--- src/rtl/core/oaht_pkg.sv ---
// ----------------------------------------------------------------------------
// Hash table shared definitions
// Table geometry, field widths, codes and the structs passed between the
// engine, the slot store and the register block.
// ----------------------------------------------------------------------------
package oaht_pkg;

   // Number of slots; must be a power of two (2 to 64) so that the slot
   // number wraps naturally in SLOT_W bits.
   localparam int TABLE_SIZE = 16;
   localparam int SLOT_W     = $clog2(TABLE_SIZE);
   localparam int CNT_W      = $clog2(TABLE_SIZE + 1);

   localparam int KEY_W      = 32;
   localparam int IDX_W      = 6;
   localparam int CNT_OUT_W  = 7;
   localparam int COEF_W     = 6;
   localparam int CSR_AW     = 3;
   localparam int CSR_DW     = 32;

   localparam logic [COEF_W-1:0] LINEAR_RESET    = 6'd8;
   localparam logic [COEF_W-1:0] QUADRATIC_RESET = 6'd3;

   typedef logic [SLOT_W-1:0] slot_type;

   typedef enum logic [1:0] {
      CMD_INSERT = 2'd0,
      CMD_DELETE = 2'd1,
      CMD_SEARCH = 2'd2,
      CMD_DUMP   = 2'd3
   } cmd_type;

   typedef enum logic [1:0] {
      ST_EMPTY    = 2'd0,
      ST_DELETED  = 2'd1,
      ST_OCCUPIED = 2'd2
   } status_type;

   typedef enum logic [2:0] {
      OUT_INSERTED  = 3'd0,
      OUT_PRESENT   = 3'd1,
      OUT_FULL      = 3'd2,
      OUT_DELETED   = 3'd3,
      OUT_NOT_FOUND = 3'd4,
      OUT_FOUND     = 3'd5,
      OUT_DUMP      = 3'd6
   } outcome_type;

   // Register index, taken from the word address of the CSR port
   typedef enum logic [0:0] {
      REG_LINEAR    = 1'b0,
      REG_QUADRATIC = 1'b1
   } reg_index_type;

   typedef struct packed {
      logic [COEF_W-1:0] linear;
      logic [COEF_W-1:0] quadratic;
   } coef_type;

   typedef struct packed {
      logic       rd_en;
      slot_type   rd_addr;
      logic       wr_en;
      logic       wr_key_en;
      slot_type   wr_addr;
      status_type wr_status;
      logic [KEY_W-1:0] wr_key;
   } store_req_type;

   typedef struct packed {
      status_type status;
      logic [KEY_W-1:0] key;
   } store_rsp_type;

endpackage

--- src/rtl/core/oaht_req_if.sv ---
// ----------------------------------------------------------------------------
// Command channel
// Valid/ready channel carrying one table command and its key.
// ----------------------------------------------------------------------------
interface oaht_req_if import oaht_pkg::*; ();
   logic             valid;
   logic             ready;
   logic [1:0]       cmd;
   logic [KEY_W-1:0] key;

   modport source (output valid, cmd, key, input ready);
   modport sink   (input valid, cmd, key, output ready);
endinterface

--- src/rtl/core/oaht_rsp_if.sv ---
// ----------------------------------------------------------------------------
// Result channel
// Valid/ready channel carrying one result of a table command.
// ----------------------------------------------------------------------------
interface oaht_rsp_if import oaht_pkg::*; ();
   logic                 valid;
   logic                 ready;
   logic [2:0]           outcome;
   logic [IDX_W-1:0]     slot_index;
   logic [1:0]           slot_status;
   logic [KEY_W-1:0]     slot_key;
   logic [CNT_OUT_W-1:0] probe_count;
   logic                 last;

   modport source (output valid, outcome, slot_index, slot_status, slot_key,
                   probe_count, last, input ready);
   modport sink   (input valid, outcome, slot_index, slot_status, slot_key,
                   probe_count, last, output ready);
endinterface

--- src/rtl/core/oaht_csr.sv ---
// ----------------------------------------------------------------------------
// Hash table register block
// APB-style access to the linear and quadratic probe coefficients.
// ----------------------------------------------------------------------------
module oaht_csr import oaht_pkg::*; (
   input  logic              clock,
   input  logic              reset,
   input  logic              csr_psel,
   input  logic              csr_penable,
   input  logic              csr_pwrite,
   input  logic [CSR_AW-1:0] csr_paddr,
   input  logic [CSR_DW-1:0] csr_pwdata,
   output logic [CSR_DW-1:0] csr_prdata,
   output logic              csr_pready,
   output coef_type          coef
);

   logic [COEF_W-1:0] linear_ff, linear_in;
   logic [COEF_W-1:0] quadratic_ff, quadratic_in;
   logic              wr_fire;
   reg_index_type     reg_sel;

   assign csr_pready = 1'b1;
   assign wr_fire    = csr_psel && csr_penable && csr_pwrite;
   assign reg_sel    = reg_index_type'(csr_paddr[2]);

   always_comb begin
      linear_in    = linear_ff;
      quadratic_in = quadratic_ff;
      if (wr_fire) begin
         case (reg_sel)
            REG_LINEAR:    linear_in    = csr_pwdata[COEF_W-1:0];
            REG_QUADRATIC: quadratic_in = csr_pwdata[COEF_W-1:0];
            default:       linear_in    = linear_ff;
         endcase
      end
   end

   always_ff @(posedge clock) begin
      if (reset) begin
         linear_ff    <= LINEAR_RESET;
         quadratic_ff <= QUADRATIC_RESET;
      end else begin
         linear_ff    <= linear_in;
         quadratic_ff <= quadratic_in;
      end
   end

   always_comb begin
      case (reg_sel)
         REG_LINEAR:    csr_prdata = CSR_DW'(linear_ff);
         REG_QUADRATIC: csr_prdata = CSR_DW'(quadratic_ff);
         default:       csr_prdata = '0;
      endcase
   end

   assign coef.linear    = linear_ff;
   assign coef.quadratic = quadratic_ff;

endmodule

--- src/rtl/core/oaht_store.sv ---
// ----------------------------------------------------------------------------
// Hash table slot store
// Status and key memories with one registered read port and one write port.
// Per-slot valid flops make unwritten slots read as empty after reset.
// ----------------------------------------------------------------------------
module oaht_store import oaht_pkg::*; (
   input  logic          clock,
   input  logic          reset,
   input  store_req_type store_req,
   output store_rsp_type store_rsp
);

   status_type       status_mem [TABLE_SIZE];
   logic [KEY_W-1:0] key_mem    [TABLE_SIZE];
   logic [TABLE_SIZE-1:0] slot_vld_ff;

   status_type       rd_status_ff;
   logic             rd_vld_ff;
   logic [KEY_W-1:0] rd_key_ff;

   // Valid bits: cleared at once by reset, set by the first write
   always_ff @(posedge clock) begin
      if (reset) begin
         slot_vld_ff <= '0;
      end else if (store_req.wr_en) begin
         slot_vld_ff[store_req.wr_addr] <= 1'b1;
      end
   end

   always_ff @(posedge clock) begin
      if (store_req.wr_en) begin
         status_mem[store_req.wr_addr] <= store_req.wr_status;
      end
      if (store_req.rd_en) begin
         rd_status_ff <= status_mem[store_req.rd_addr];
         rd_vld_ff    <= slot_vld_ff[store_req.rd_addr];
      end
   end

   always_ff @(posedge clock) begin
      if (store_req.wr_en && store_req.wr_key_en) begin
         key_mem[store_req.wr_addr] <= store_req.wr_key;
      end
      if (store_req.rd_en) begin
         rd_key_ff <= key_mem[store_req.rd_addr];
      end
   end

   assign store_rsp.status = rd_vld_ff ? rd_status_ff : ST_EMPTY;
   assign store_rsp.key    = rd_key_ff;

endmodule

--- src/rtl/core/oaht_engine.sv ---
// ----------------------------------------------------------------------------
// Hash table probe engine
// Sequencer that probes the slot store one slot per cycle, commits the
// write-back and holds the result register.
// ----------------------------------------------------------------------------
module oaht_engine import oaht_pkg::*; (
   input  logic                 clock,
   input  logic                 reset,
   input  coef_type             coef,
   input  logic                 req_valid,
   output logic                 req_ready,
   input  logic [1:0]           req_cmd,
   input  logic [KEY_W-1:0]     req_key,
   output logic                 rsp_valid,
   input  logic                 rsp_ready,
   output logic [2:0]           rsp_outcome,
   output logic [IDX_W-1:0]     rsp_slot_index,
   output logic [1:0]           rsp_slot_status,
   output logic [KEY_W-1:0]     rsp_slot_key,
   output logic [CNT_OUT_W-1:0] rsp_probe_count,
   output logic                 rsp_last,
   output store_req_type        store_req,
   input  store_rsp_type        store_rsp
);

   typedef enum logic [1:0] {
      S_IDLE,
      S_PROBE,
      S_FINISH,
      S_DUMP
   } state_type;

   state_type        state_ff, state_in;
   cmd_type          cmd_ff, cmd_in;
   logic [KEY_W-1:0] key_ff, key_in;
   slot_type         cur_ff, cur_in;
   slot_type         step_ff, step_in;
   logic [CNT_W-1:0] probes_ff, probes_in;
   slot_type         tomb_ff, tomb_in;
   logic             tomb_vld_ff, tomb_vld_in;
   logic             found_ff, found_in;
   logic             hit_vld_ff, hit_vld_in;

   logic                 out_vld_ff, out_vld_in;
   outcome_type          out_outcome_ff, out_outcome_in;
   logic [IDX_W-1:0]     out_index_ff, out_index_in;
   status_type           out_status_ff, out_status_in;
   logic [KEY_W-1:0]     out_key_ff, out_key_in;
   logic [CNT_OUT_W-1:0] out_probes_ff, out_probes_in;
   logic                 out_last_ff, out_last_in;

   logic             out_free;
   logic             key_match;
   logic             dump_last;
   slot_type         nxt_slot;
   slot_type         quad_step;
   logic [CNT_W-1:0] probes_inc;

   always_comb begin
      state_in       = state_ff;
      cmd_in         = cmd_ff;
      key_in         = key_ff;
      cur_in         = cur_ff;
      step_in        = step_ff;
      probes_in      = probes_ff;
      tomb_in        = tomb_ff;
      tomb_vld_in    = tomb_vld_ff;
      found_in       = found_ff;
      hit_vld_in     = hit_vld_ff;
      out_vld_in     = out_vld_ff && !rsp_ready;
      out_outcome_in = out_outcome_ff;
      out_index_in   = out_index_ff;
      out_status_in  = out_status_ff;
      out_key_in     = out_key_ff;
      out_probes_in  = out_probes_ff;
      out_last_in    = out_last_ff;
      store_req      = '0;

      out_free   = !out_vld_ff || rsp_ready;
      nxt_slot   = cur_ff + step_ff;
      quad_step  = SLOT_W'({coef.quadratic, 1'b0});
      probes_inc = probes_ff + 1'b1;
      key_match  = (store_rsp.status == ST_OCCUPIED) && (store_rsp.key == key_ff);
      dump_last  = (cur_ff == SLOT_W'(TABLE_SIZE - 1));

      case (state_ff)
         S_IDLE: begin
            if (req_valid) begin
               cmd_in            = cmd_type'(req_cmd);
               key_in            = req_key;
               probes_in         = '0;
               tomb_vld_in       = 1'b0;
               found_in          = 1'b0;
               hit_vld_in        = 1'b0;
               store_req.rd_en   = 1'b1;
               if (cmd_type'(req_cmd) == CMD_DUMP) begin
                  cur_in            = '0;
                  store_req.rd_addr = '0;
                  state_in          = S_DUMP;
               end else begin
                  // Probe zero: key mod size; first step is c1 + c2
                  cur_in            = req_key[SLOT_W-1:0];
                  step_in           = SLOT_W'(coef.linear) + SLOT_W'(coef.quadratic);
                  store_req.rd_addr = req_key[SLOT_W-1:0];
                  state_in          = S_PROBE;
               end
            end
         end

         S_PROBE: begin
            probes_in = probes_inc;
            if (store_rsp.status == ST_EMPTY) begin
               hit_vld_in = 1'b1;
               state_in   = S_FINISH;
            end else if (key_match) begin
               found_in = 1'b1;
               state_in = S_FINISH;
            end else begin
               if (store_rsp.status == ST_DELETED && !tomb_vld_ff) begin
                  tomb_in     = cur_ff;
                  tomb_vld_in = 1'b1;
               end
               if (probes_inc == CNT_W'(TABLE_SIZE)) begin
                  state_in = S_FINISH;
               end else begin
                  // Offset differences grow by 2*c2 each probe
                  cur_in            = nxt_slot;
                  step_in           = step_ff + quad_step;
                  store_req.rd_en   = 1'b1;
                  store_req.rd_addr = nxt_slot;
               end
            end
         end

         S_FINISH: begin
            if (out_free) begin
               out_vld_in     = 1'b1;
               out_last_in    = 1'b1;
               out_probes_in  = CNT_OUT_W'(probes_ff);
               out_outcome_in = OUT_NOT_FOUND;
               out_index_in   = '0;
               out_status_in  = ST_EMPTY;
               out_key_in     = '0;
               state_in       = S_IDLE;
               case (cmd_ff)
                  CMD_INSERT: begin
                     if (found_ff) begin
                        out_outcome_in = OUT_PRESENT;
                        out_index_in   = IDX_W'(cur_ff);
                        out_status_in  = ST_OCCUPIED;
                        out_key_in     = key_ff;
                     end else if (tomb_vld_ff || hit_vld_ff) begin
                        store_req.wr_en     = 1'b1;
                        store_req.wr_key_en = 1'b1;
                        store_req.wr_addr   = tomb_vld_ff ? tomb_ff : cur_ff;
                        store_req.wr_status = ST_OCCUPIED;
                        store_req.wr_key    = key_ff;
                        out_outcome_in      = OUT_INSERTED;
                        out_index_in        = IDX_W'(tomb_vld_ff ? tomb_ff : cur_ff);
                        out_status_in       = ST_OCCUPIED;
                        out_key_in          = key_ff;
                     end else begin
                        out_outcome_in = OUT_FULL;
                     end
                  end
                  CMD_DELETE: begin
                     if (found_ff) begin
                        store_req.wr_en     = 1'b1;
                        store_req.wr_addr   = cur_ff;
                        store_req.wr_status = ST_DELETED;
                        out_outcome_in      = OUT_DELETED;
                        out_index_in        = IDX_W'(cur_ff);
                        out_status_in       = ST_DELETED;
                     end
                  end
                  default: begin
                     if (found_ff) begin
                        out_outcome_in = OUT_FOUND;
                        out_index_in   = IDX_W'(cur_ff);
                        out_status_in  = ST_OCCUPIED;
                        out_key_in     = key_ff;
                     end
                  end
               endcase
            end
         end

         S_DUMP: begin
            if (out_free) begin
               out_vld_in     = 1'b1;
               out_outcome_in = OUT_DUMP;
               out_index_in   = IDX_W'(cur_ff);
               out_status_in  = store_rsp.status;
               out_key_in     = (store_rsp.status == ST_OCCUPIED) ? store_rsp.key : '0;
               out_probes_in  = '0;
               out_last_in    = dump_last;
               if (dump_last) begin
                  state_in = S_IDLE;
               end else begin
                  cur_in            = cur_ff + 1'b1;
                  store_req.rd_en   = 1'b1;
                  store_req.rd_addr = cur_ff + 1'b1;
               end
            end
         end

         default: begin
            state_in = S_IDLE;
         end
      endcase
   end

   always_ff @(posedge clock) begin
      if (reset) begin
         state_ff    <= S_IDLE;
         out_vld_ff  <= 1'b0;
         tomb_vld_ff <= 1'b0;
         found_ff    <= 1'b0;
         hit_vld_ff  <= 1'b0;
      end else begin
         state_ff       <= state_in;
         cmd_ff         <= cmd_in;
         key_ff         <= key_in;
         cur_ff         <= cur_in;
         step_ff        <= step_in;
         probes_ff      <= probes_in;
         tomb_ff        <= tomb_in;
         tomb_vld_ff    <= tomb_vld_in;
         found_ff       <= found_in;
         hit_vld_ff     <= hit_vld_in;
         out_vld_ff     <= out_vld_in;
         out_outcome_ff <= out_outcome_in;
         out_index_ff   <= out_index_in;
         out_status_ff  <= out_status_in;
         out_key_ff     <= out_key_in;
         out_probes_ff  <= out_probes_in;
         out_last_ff    <= out_last_in;
      end
   end

   assign req_ready       = (state_ff == S_IDLE);
   assign rsp_valid       = out_vld_ff;
   assign rsp_outcome     = out_outcome_ff;
   assign rsp_slot_index  = out_index_ff;
   assign rsp_slot_status = out_status_ff;
   assign rsp_slot_key    = out_key_ff;
   assign rsp_probe_count = out_probes_ff;
   assign rsp_last        = out_last_ff;

endmodule

--- src/rtl/core/open_addressing_hash_table.sv ---
// ----------------------------------------------------------------------------
// Open-addressing hash table with quadratic probing
// Commands arrive as req_ch transactions (insert, delete, search, dump) and
// each gives one rsp_ch transaction, or one per slot for dump with the last
// one flagged. Probe i visits slot (key + c1*i + c2*i*i) mod TABLE_SIZE,
// with c1 and c2 in registers 0 and 1 of the CSR port (reset 8 and 3).
// Insert, delete and search accept the command and issue the first read, then
// probe slot after slot through the single read port of the slot store, then
// write back and load the result register. A dump returns one slot per cycle
// while the result channel takes each result. The next command
// is accepted while the previous result still waits in the output register;
// a stalled result channel holds the engine at write-back or in the dump.
// All slots read as empty right after reset through per-slot valid bits;
// there is no clearing pass. Write the coefficients only while idle.
// ----------------------------------------------------------------------------
module open_addressing_hash_table import oaht_pkg::*; (
   input  logic              clock,
   input  logic              reset,
   oaht_req_if.sink          req_ch,
   oaht_rsp_if.source        rsp_ch,
   input  logic              csr_psel,
   input  logic              csr_penable,
   input  logic              csr_pwrite,
   input  logic [CSR_AW-1:0] csr_paddr,
   input  logic [CSR_DW-1:0] csr_pwdata,
   output logic [CSR_DW-1:0] csr_prdata,
   output logic              csr_pready
);

   // Probe coefficients, live from the register block
   coef_type      coef;
   // Read/write traffic between engine and slot store
   store_req_type store_req;
   store_rsp_type store_rsp;

   oaht_csr u_csr (
      .clock       (clock),
      .reset       (reset),
      .csr_psel    (csr_psel),
      .csr_penable (csr_penable),
      .csr_pwrite  (csr_pwrite),
      .csr_paddr   (csr_paddr),
      .csr_pwdata  (csr_pwdata),
      .csr_prdata  (csr_prdata),
      .csr_pready  (csr_pready),
      .coef        (coef)
   );

   // Slot memories: read data appears the cycle after the address
   oaht_store u_store (
      .clock     (clock),
      .reset     (reset),
      .store_req (store_req),
      .store_rsp (store_rsp)
   );

   // Probe sequencer and result register
   oaht_engine u_engine (
      .clock           (clock),
      .reset           (reset),
      .coef            (coef),
      .req_valid       (req_ch.valid),
      .req_ready       (req_ch.ready),
      .req_cmd         (req_ch.cmd),
      .req_key         (req_ch.key),
      .rsp_valid       (rsp_ch.valid),
      .rsp_ready       (rsp_ch.ready),
      .rsp_outcome     (rsp_ch.outcome),
      .rsp_slot_index  (rsp_ch.slot_index),
      .rsp_slot_status (rsp_ch.slot_status),
      .rsp_slot_key    (rsp_ch.slot_key),
      .rsp_probe_count (rsp_ch.probe_count),
      .rsp_last        (rsp_ch.last),
      .store_req       (store_req),
      .store_rsp       (store_rsp)
   );

endmodule

--- src/flat_wrapper.sv ---
// flat-port wrapper written by rule: the top's interface ports become plain ports
module open_addressing_hash_table_flat import oaht_pkg::*;
  (clock, reset, csr_psel, csr_penable, csr_pwrite, csr_paddr, csr_pwdata, csr_prdata, csr_pready, req_ch_valid, req_ch_cmd, req_ch_key, req_ch_ready, rsp_ch_valid, rsp_ch_outcome, rsp_ch_slot_index, rsp_ch_slot_status, rsp_ch_slot_key, rsp_ch_probe_count, rsp_ch_last, rsp_ch_ready);
  oaht_req_if req_ch_i ();
  oaht_rsp_if rsp_ch_i ();
  input  logic clock;
  input  logic reset;
  input  logic csr_psel;
  input  logic csr_penable;
  input  logic csr_pwrite;
  input  logic [CSR_AW-1:0] csr_paddr;
  input  logic [CSR_DW-1:0] csr_pwdata;
  output logic [CSR_DW-1:0] csr_prdata;
  output logic csr_pready;
  input wire logic [$bits(req_ch_i.valid)-1:0] req_ch_valid;
  input wire logic [$bits(req_ch_i.cmd)-1:0] req_ch_cmd;
  input wire logic [$bits(req_ch_i.key)-1:0] req_ch_key;
  output wire logic [$bits(req_ch_i.ready)-1:0] req_ch_ready;
  output wire logic [$bits(rsp_ch_i.valid)-1:0] rsp_ch_valid;
  output wire logic [$bits(rsp_ch_i.outcome)-1:0] rsp_ch_outcome;
  output wire logic [$bits(rsp_ch_i.slot_index)-1:0] rsp_ch_slot_index;
  output wire logic [$bits(rsp_ch_i.slot_status)-1:0] rsp_ch_slot_status;
  output wire logic [$bits(rsp_ch_i.slot_key)-1:0] rsp_ch_slot_key;
  output wire logic [$bits(rsp_ch_i.probe_count)-1:0] rsp_ch_probe_count;
  output wire logic [$bits(rsp_ch_i.last)-1:0] rsp_ch_last;
  input wire logic [$bits(rsp_ch_i.ready)-1:0] rsp_ch_ready;
  assign req_ch_i.valid = req_ch_valid;
  assign req_ch_i.cmd = req_ch_cmd;
  assign req_ch_i.key = req_ch_key;
  assign req_ch_ready = req_ch_i.ready;
  assign rsp_ch_valid = rsp_ch_i.valid;
  assign rsp_ch_outcome = rsp_ch_i.outcome;
  assign rsp_ch_slot_index = rsp_ch_i.slot_index;
  assign rsp_ch_slot_status = rsp_ch_i.slot_status;
  assign rsp_ch_slot_key = rsp_ch_i.slot_key;
  assign rsp_ch_probe_count = rsp_ch_i.probe_count;
  assign rsp_ch_last = rsp_ch_i.last;
  assign rsp_ch_i.ready = rsp_ch_ready;
  open_addressing_hash_table u_core (.clock(clock), .reset(reset), .req_ch(req_ch_i), .rsp_ch(rsp_ch_i), .csr_psel(csr_psel), .csr_penable(csr_penable), .csr_pwrite(csr_pwrite), .csr_paddr(csr_paddr), .csr_pwdata(csr_pwdata), .csr_prdata(csr_prdata), .csr_pready(csr_pready));
endmodule
--- config.mk ---
export PLATFORM = sky130hd
export DESIGN_NAME = open_addressing_hash_table_flat
export DESIGN_NICKNAME = d
export VERILOG_FILES = /design/src/rtl/core/oaht_pkg.sv /design/src/rtl/core/oaht_req_if.sv /design/src/rtl/core/oaht_rsp_if.sv /design/src/rtl/core/oaht_csr.sv /design/src/rtl/core/oaht_store.sv /design/src/rtl/core/oaht_engine.sv /design/src/rtl/core/open_addressing_hash_table.sv /design/src/flat_wrapper.sv
export SDC_FILE = /design/constraint.sdc
export NUM_CORES = 1
export LEC_CHECK = 0
export BUFFER_PORTS_ARGS = -buffer_cell sky130_fd_sc_hd__buf_2
export CORE_MARGIN = 2
export CORE_UTILIZATION = 61
export CTS_BUF_LIST = sky130_fd_sc_hd__clkbuf_4 sky130_fd_sc_hd__clkbuf_8 sky130_fd_sc_hd__clkbuf_16
export DETAILED_ROUTE_END_ITERATION = 16
export PLACE_DENSITY_LB_ADDON = 0.12
export SLEW_MARGIN = 5
export SYNTH_ARGS = -nofsm -noshare
export SYNTH_HDL_FRONTEND = slang
export SYNTH_HIERARCHICAL = 1
export SYNTH_SLANG_ARGS = --single-unit
--- constraint.sdc ---
create_clock -name clock -period 4.5 [get_ports clock]
set_clock_uncertainty 0.1 [all_clocks]
set_input_delay 0.225 -clock clock [delete_from_list [all_inputs] [get_ports clock]]
set_output_delay 0.225 -clock clock [all_outputs]
set_load 0.01 [all_outputs]
==> metrics.txt, run 1 <==
status=finished, final reports clean; predominant post-synthesis flop cell=edfxtp_1; Compound-Gate Fraction of Synth Area=4.64%; cell depth of the worst hold path=2; vias=14800; Synth top area share=71.2%; Sw Ratio=23.2%; root buffer cell=clkbuf_16; post-synthesis cell type count=62; fin crit share=91.2%; Req. time, crit path=4.69 ns; Critical Path Sink Type=flop; hold path start=reset; flop2flop setup slack=0.40 ns; Synth Register Bits=711; Hold Vio Cnt, Final=0; total track usage=27.0%; post-route minimum period=4.10 ns; Clock Path Buffers=3; worst r2r src=u_core/u_engine/tomb_vld_ff$_SDFFE_PP0P_; CTS tree=done; diodes inserted=0; DR vias/cell=6.37; Pwr Density=457 nW/um2; critical setup path kind=reg -> reg; Slew Viols, Final=0; 1st-pass router iterations=5; max_slew headroom=12.7%; EDFF count, synth=677; vias in the first global route=14500; Ports=162; Post-synth ARST share=0%; IR drop worst, VDD=368 uV; initial core utilization=61.6%; HP Class=in -> reg; crit path DAT=4.30 ns; clk_lat worst skew=0.61 ns; CTS sink count=711; post-detail-place hpwl=35600 um; routed len/inst=27.6 um; final setup vio count=0; CTS Buf Count=72; post-synth design cell area=28600 um2; post-route insts no fill=2322; Hold Path Sink=u_core/u_engine/hit_vld_ff$_SDFFE_PP0P_; post-synthesis simple-gate area fraction=4.57%; Slew @ Worst Pin=1.30 ns; height of the die=220 um; largest family of logic cells by synthesized area=multiplexers; initial antenna violation count=0; Synth Warn #=6; area of the die=48600 um2; clock power share=37.4%; Reg power frac=50.7%; DRT Wirelength=64100 um; Max-Cap Viols=0; Final Util=70.3%; clock slew at reported path FFs=0.06 ns; first-pass GRT wire length=92800 um; Area Growth Syn to Fin=14.1%; worst-path fanout max=19; post_cts resized=0; TNS Setup=0 ns; top post-synthesis cells by area=edfxtp_1 (71%), mux4_2 (6.5%), mux4_1 (5.2%), dfxtp_1 (2.4%), a22oi_1 (1.8%); Int Power=0.0114 W; Cells after Synth=1470; R2R cell count=10; ANT nets after route=0; core area=46400 um2; GR Overflow Total=0; Net Sw Power=0.00346 W; Seq/Total Area, Yosys=73.6%; Avg Inst Size Synth=19.4 um2; RSZ-0062 raised after global routing=false; type of origin of the critical path=flop; row count=79; hold slack final=0.140 ns; drc violations=0; H-tree Lvls=3; placed cell count=2153; mux share of post-synthesis cell area=12.6%; Nets=1755; I/O Buffers=102; Final GP Congestion=0.856; Comb power frac=11.9%; Die X-Extent=220 um; xor/xnor share of the synthesized area=1.23%; Leak Pwr=10.9 nW; share of cells above drive strength 1=23.3%; RR Endpoint=u_core/u_store/key_mem[12][5]$_DFFE_PP_; largest net degree at the start of global routing=69; Highest Clock Rate=0.244 GHz; Iter 0 DRT Violations=1661; Post-Synth Adder-Cell Area=0.605%; largest area contributor in the netlist=edfxtp_1
[registers in the layout, indices dropped and copies added, names as in the netlist, 6 cells and up]
name                          flops
u_core/u_csr/linear_ff            6
u_core/u_csr/quadratic_ff         6
u_core/u_engine/key_ff           32
u_core/u_engine/rsp_slot_key     32
u_core/u_store/key_mem          512
u_core/u_store/rd_key_ff         32
u_core/u_store/slot_vld_ff       16
u_core/u_store/status_mem        32
[synthesized netlist by cell type (9+ instances only)]
cell	instances
mux4_1	57
ha_1	9
edfxtp_1	677
clkbuf_1	41
nand2_1	61
o21ba_2	15
a22oi_1	70
nor2_1	45
mux4_2	83
a22o_1	32
mux2i_1	14
nor2b_1	11
and2_1	56
dfxtp_1	34
nor3_1	17
buf_12	11
nor4_1	9
o21ai_0	15
buf_2	13
a21oi_1	11
xor2_1	25
nand3_1	9
xnor2_1	15
buf_4	31
nand2b_1	21
inv_1	16
[final cells by class]
type	instances	area (um2)
clock buffers	84	1910
fillers	2898	13800
flip-flops and latches	711	21000
repair buffers	202	1630
multi-input cells	664	6950
inverters	16	60.1
clock inverters	38	275
well taps	607	759
[placed cells by master, fill, tap and decap left out, types with 10 or more instances in the layout]
| cell type | n |
|---|---|
| edfxtp_1 | 677 |
| buf_2 | 102 |
| mux4_2 | 83 |
| clkbuf_16 | 73 |
| a22oi_1 | 70 |
| nand2_1 | 61 |
| mux4_1 | 57 |
| dlygate4sd3_1 | 47 |
| nor2_1 | 41 |
| and2_1 | 39 |
| dfxtp_1 | 34 |
| buf_4 | 33 |
| a22o_1 | 32 |
| conb_1 | 31 |
| xor2_1 | 25 |
| nand2b_1 | 21 |
| buf_12 | 20 |
| clkinv_1 | 19 |
| and2_2 | 17 |
| inv_1 | 16 |
| nor3_1 | 16 |
| xnor2_1 | 15 |
| o21ai_0 | 15 |
| o21ba_2 | 15 |
| mux2i_1 | 14 |
| clkbuf_4 | 11 |
| a21oi_1 | 11 |
| clkinv_2 | 10 |
[critical path, stage by stage (launching register included)]
cell	delay, ns
dfxtp_1	0.67
nor2_1	0.12
nor2_1	0.15
nand2_1	0.15
or3_1	0.58
o21ai_0	0.23
a32o_1	0.35
nand2b_1	0.18
nor2_1	0.34
and2_2	0.64
buf_12	0.28
[power by group through the flow]
stage	Sequential [W]	Clock [W]	Combinational, W
final	0.00755	0.00556	0.00177
after global placement	0.00768	0	0.00170
after CTS	0.00755	0.00565	0.00177
after global routing	0.00756	0.00588	0.00189
after detailed placement	0.00768	0	0.00173
after floorplan	0.00765	0	0.00125
[per-stage QoR]
step / setup WS (ns) / area [um2] / power (W)
after floorplan: 0.885 / 28700 / 0.00890
after global placement: 0.575 / 29900 / 0.00938
after detailed placement: 0.474 / 29900 / 0.00941
after CTS: 0.432 / 32600 / 0.0150
after global routing: 0.00406 / 32600 / 0.0153
final: 0.396 / 32600 / 0.0149
[timing repair]
item                                   CTS  global route
hold buffers                            47             0
endpoints found under the hold margin   52             0
buffers inserted                         0             0
[how the worst max path moves through the flow]
stage / start / to / cells past startpoint
3_5_place_dp: u_core/u_engine/tomb_vld_ff$_SDFFE_PP0P_ / u_core/u_store/key_mem[12][5]$_DFFE_PP_ / 10
6_report: u_core/u_engine/tomb_vld_ff$_SDFFE_PP0P_ / u_core/u_store/key_mem[12][5]$_DFFE_PP_ / 10
2_1_floorplan: u_core/u_engine/tomb_vld_ff$_SDFFE_PP0P_ / u_core/u_store/key_mem[9][0]$_DFFE_PP_ / 12
3_3_place_gp: u_core/u_engine/tomb_vld_ff$_SDFFE_PP0P_ / u_core/u_store/key_mem[12][5]$_DFFE_PP_ / 10
5_1_grt: u_core/u_engine/tomb_vld_ff$_SDFFE_PP0P_ / u_core/u_store/key_mem[11][5]$_DFFE_PP_ / 10
4_1_cts: u_core/u_engine/tomb_vld_ff$_SDFFE_PP0P_ / u_core/u_store/key_mem[12][24]$_DFFE_PP_ / 10
[per-layer routing]
metal | wire (um) | GRT usage, % | up-vias | part of all wire (%)
met1 | 25700 | 38.1 | 7670 | 40
met2 | 31100 | 42.8 | 703 | 49
met3 | 5190 | 5.39 | 124 | 8.1
met4 | 2060 | 9.57 | 0 | 3.2
li1 | - | - | 6303 | -
met5 | 0 | 0 | - | 0
[kinds of logic after synthesis]
logic type,count (synthesis)
flip-flops,711
AND/OR/NAND/NOR,249
AO/OA/AOI/OAI,171
multiplexers,161
buffers and inverters,123
XOR/XNOR,40
adder cells (fa/ha/maj),12
other,3
No activity file was read; power rests on OpenSTA's default activity.
==> inputs of run 2 (changes only) <==
--- a/config.mk
+++ b/config.mk
@@ -11,7 +11,6 @@
 export CTS_BUF_LIST = sky130_fd_sc_hd__clkbuf_4 sky130_fd_sc_hd__clkbuf_8 sky130_fd_sc_hd__clkbuf_16
 export DETAILED_ROUTE_END_ITERATION = 16
 export PLACE_DENSITY_LB_ADDON = 0.12
-export SLEW_MARGIN = 5
 export SYNTH_ARGS = -nofsm -noshare
 export SYNTH_HDL_FRONTEND = slang
 export SYNTH_HIERARCHICAL = 1
==> constraint.sdc (replaced) <==
create_clock -name clock -period 4.5 [get_ports clock]
set_clock_uncertainty 0.1 [all_clocks]
set_input_delay 0.9 -clock clock [delete_from_list [all_inputs] [get_ports clock]]
set_output_delay 0.9 -clock clock [all_outputs]
set_load 0.01 [all_outputs]
==> metrics.txt, run 2 (synthesis results as in run 1) <==
multi-input logic area=6950 um2 (unchanged); IR drop worst, VDD=365 uV (-0.73%); Final GP Congestion=0.846 (-1.2%); share of cells above drive strength 1=25.3% (+2.0 points); fillers=2883 (-0.52%); I/O Buffers=102 (unchanged); height of the die=220 um (unchanged); vias=14700 (-0.53%); CTS Buf Count=71 (-1.4%); commonest non-fill, non-tap cells in the layout=edfxtp_1 (677), buf_2 (102), mux4_2 (83); HP Class=in -> reg; RSZ-0062 raised after global routing=false; core area=46400 um2 (unchanged); cell depth of the worst hold path=1 (-1); max reg flops=512 (unchanged); post-route minimum period=3.97 ns (-0.131 ns); Area after DPL=30100 um2 (+0.69%); CTS tree=done; ANT nets after route=0 (unchanged); Pwr Density=467 nW/um2 (+2.3%); routed len/inst=27.7 um (+0.28%); Slew @ Worst Pin=0.949 ns (-0.353 ns); vias in the first global route=14500 (+0.37%); final setup vio count=0 (unchanged); R2R cell count=10 (unchanged); 1st-pass router iterations=5 (unchanged); critical setup path kind=reg -> reg; max_slew headroom=36.2% (+24 points); Largest Register=u_core/u_store/key_mem; status=finished, final reports clean; Area Growth Syn to Fin=13.8%; commonest non-fill, non-tap cell in the layout=edfxtp_1; initial antenna violation count=0 (unchanged); row count=79 (unchanged); Highest Clock Rate=0.252 GHz (+3.3%); post-route insts no fill=2304 (-0.78%); Critical Path Sink Type=flop; Req. time, crit path=4.68 ns (about the same); Max-Cap Viols=0 (unchanged); Clock Path Buffers=3 (unchanged); Ports=162 (unchanged); clock slew at reported path FFs=0.06 ns (about the same); FF/Latch Area=21000 um2 (unchanged); post-detail-place hpwl=37100 um (+4.2%); DR vias/cell=6.39 (+0.24%); TNS Setup=0 ns (unchanged); drc violations=0 (unchanged); area of the die=48600 um2 (unchanged); Hold Vio Cnt, Final=0 (unchanged); Final Cell Area=32500 um2 (-0.33%); type of origin of the critical path=flop; root buffer cell=clkbuf_16; flop2flop setup slack=0.53 ns (+0.13 ns); placed cell count=2172 (+0.88%); worst-path fanout max=23 (+4); crit path DAT=4.15 ns (-0.15 ns); first-pass GRT wire length=93600 um (+0.91%); CTS sink count=711 (unchanged); GR Overflow Total=0 (unchanged); Setup Fix Bufs, Post-CTS=0 (unchanged); Leak Pwr=10.9 nW (about the same); Die X-Extent=220 um (unchanged); initial core utilization=61.6% (unchanged); total track usage=27.2% (+0.18 points); H-tree Lvls=3 (unchanged); largest net degree at the start of global routing=68 (-1.4%); Iter 0 DRT Violations=1693 (+1.9%); Nets=1726 (-1.7%); hold_buf cts=0 (-100%); fin crit share=88.3% (-2.9 points); post_cts resized=0 (unchanged); Slew Viols, Final=0 (unchanged); clk_lat worst skew=0.61 ns (about the same); DRT Wirelength=63800 um (-0.50%)
[run 2: cell types whose count changed in the layout (fill, tap and decap cells not counted), sizes merged]
cell | before | now
clkbuf | 84 | 87
inv | 17 | 20
clkinvlp | 3 | 2
bufinv | 3 | 7
clkinv | 31 | 30
dlygate4sd3 | 47 | 0
buf | 155 | 174
diode | 0 | 2
[run 2: area by class of cell]
| type | count | area share, % |
|---|---|---|
| inverter | 16 | 0.185 |
| tap | 607 | 2.34 |
| sequential | 711 | 64.7 |
| timing repair buffer | 174 | 4.20 |
| clock inverter | 43 | 1.21 |
| antenna | 2 | 0.0154 |
| clock buffer | 87 | 5.99 |
| multi-input combinational | 664 | 21.4 |
[run 2: critical path, cell delays in order (launching register included)]
cell and delay [ns]:
dfxtp_1 0.67, nor2_1 0.11, nor2_1 0.17, nand2_1 0.17, o21ai_0 0.34, a32oi_1 0.12
nor2_1 0.61, nand3b_1 0.18, nor2_1 0.41, and2_2 0.47, buf_12 0.27
[run 2: routing by layer]
layer	global-route usage [%]	part of all wire, %	up-vias
met4	10.4	3.6	0
met1	39.5	41	7631
met2	41.9	47	710
met5	0	0	-
li1	-	-	6270
met3	5.09	8.6	110
[run 2: final timing paths]
path | endpoint | startpoint
max reg2reg | u_core/u_store/key_mem[12][17]$_DFFE_PP_ | u_core/u_engine/tomb_vld_ff$_SDFFE_PP0P_
max | u_core/u_store/key_mem[12][17]$_DFFE_PP_ | u_core/u_engine/tomb_vld_ff$_SDFFE_PP0P_
min reg2reg | u_core/u_store/slot_vld_ff[8]$_SDFFE_PP0P_ | u_core/u_store/slot_vld_ff[8]$_SDFFE_PP0P_
min | u_core/u_engine/key_ff[12]$_DFFE_PP_ | req_ch_key[12]
[run 2: power by group]
group          internal, W  switching (W)
registers          0.00741       0.000150
clock network      0.00348        0.00240
logic             0.000810       0.000923
[run 2: through the flow]
step	worst slack, ns	utilization (%)	power [W]	hold WS [ns]
floorplan	0.429	-	0.00890	0.345
global placement	0.520	65.0	0.00940	0.355
detailed placement	0.433	65.0	0.00941	0.365
CTS	0.560	70.1	0.0153	0.344
global route	0.186	70.1	0.0157	0.354
finish	0.527	70.1	0.0152	0.365
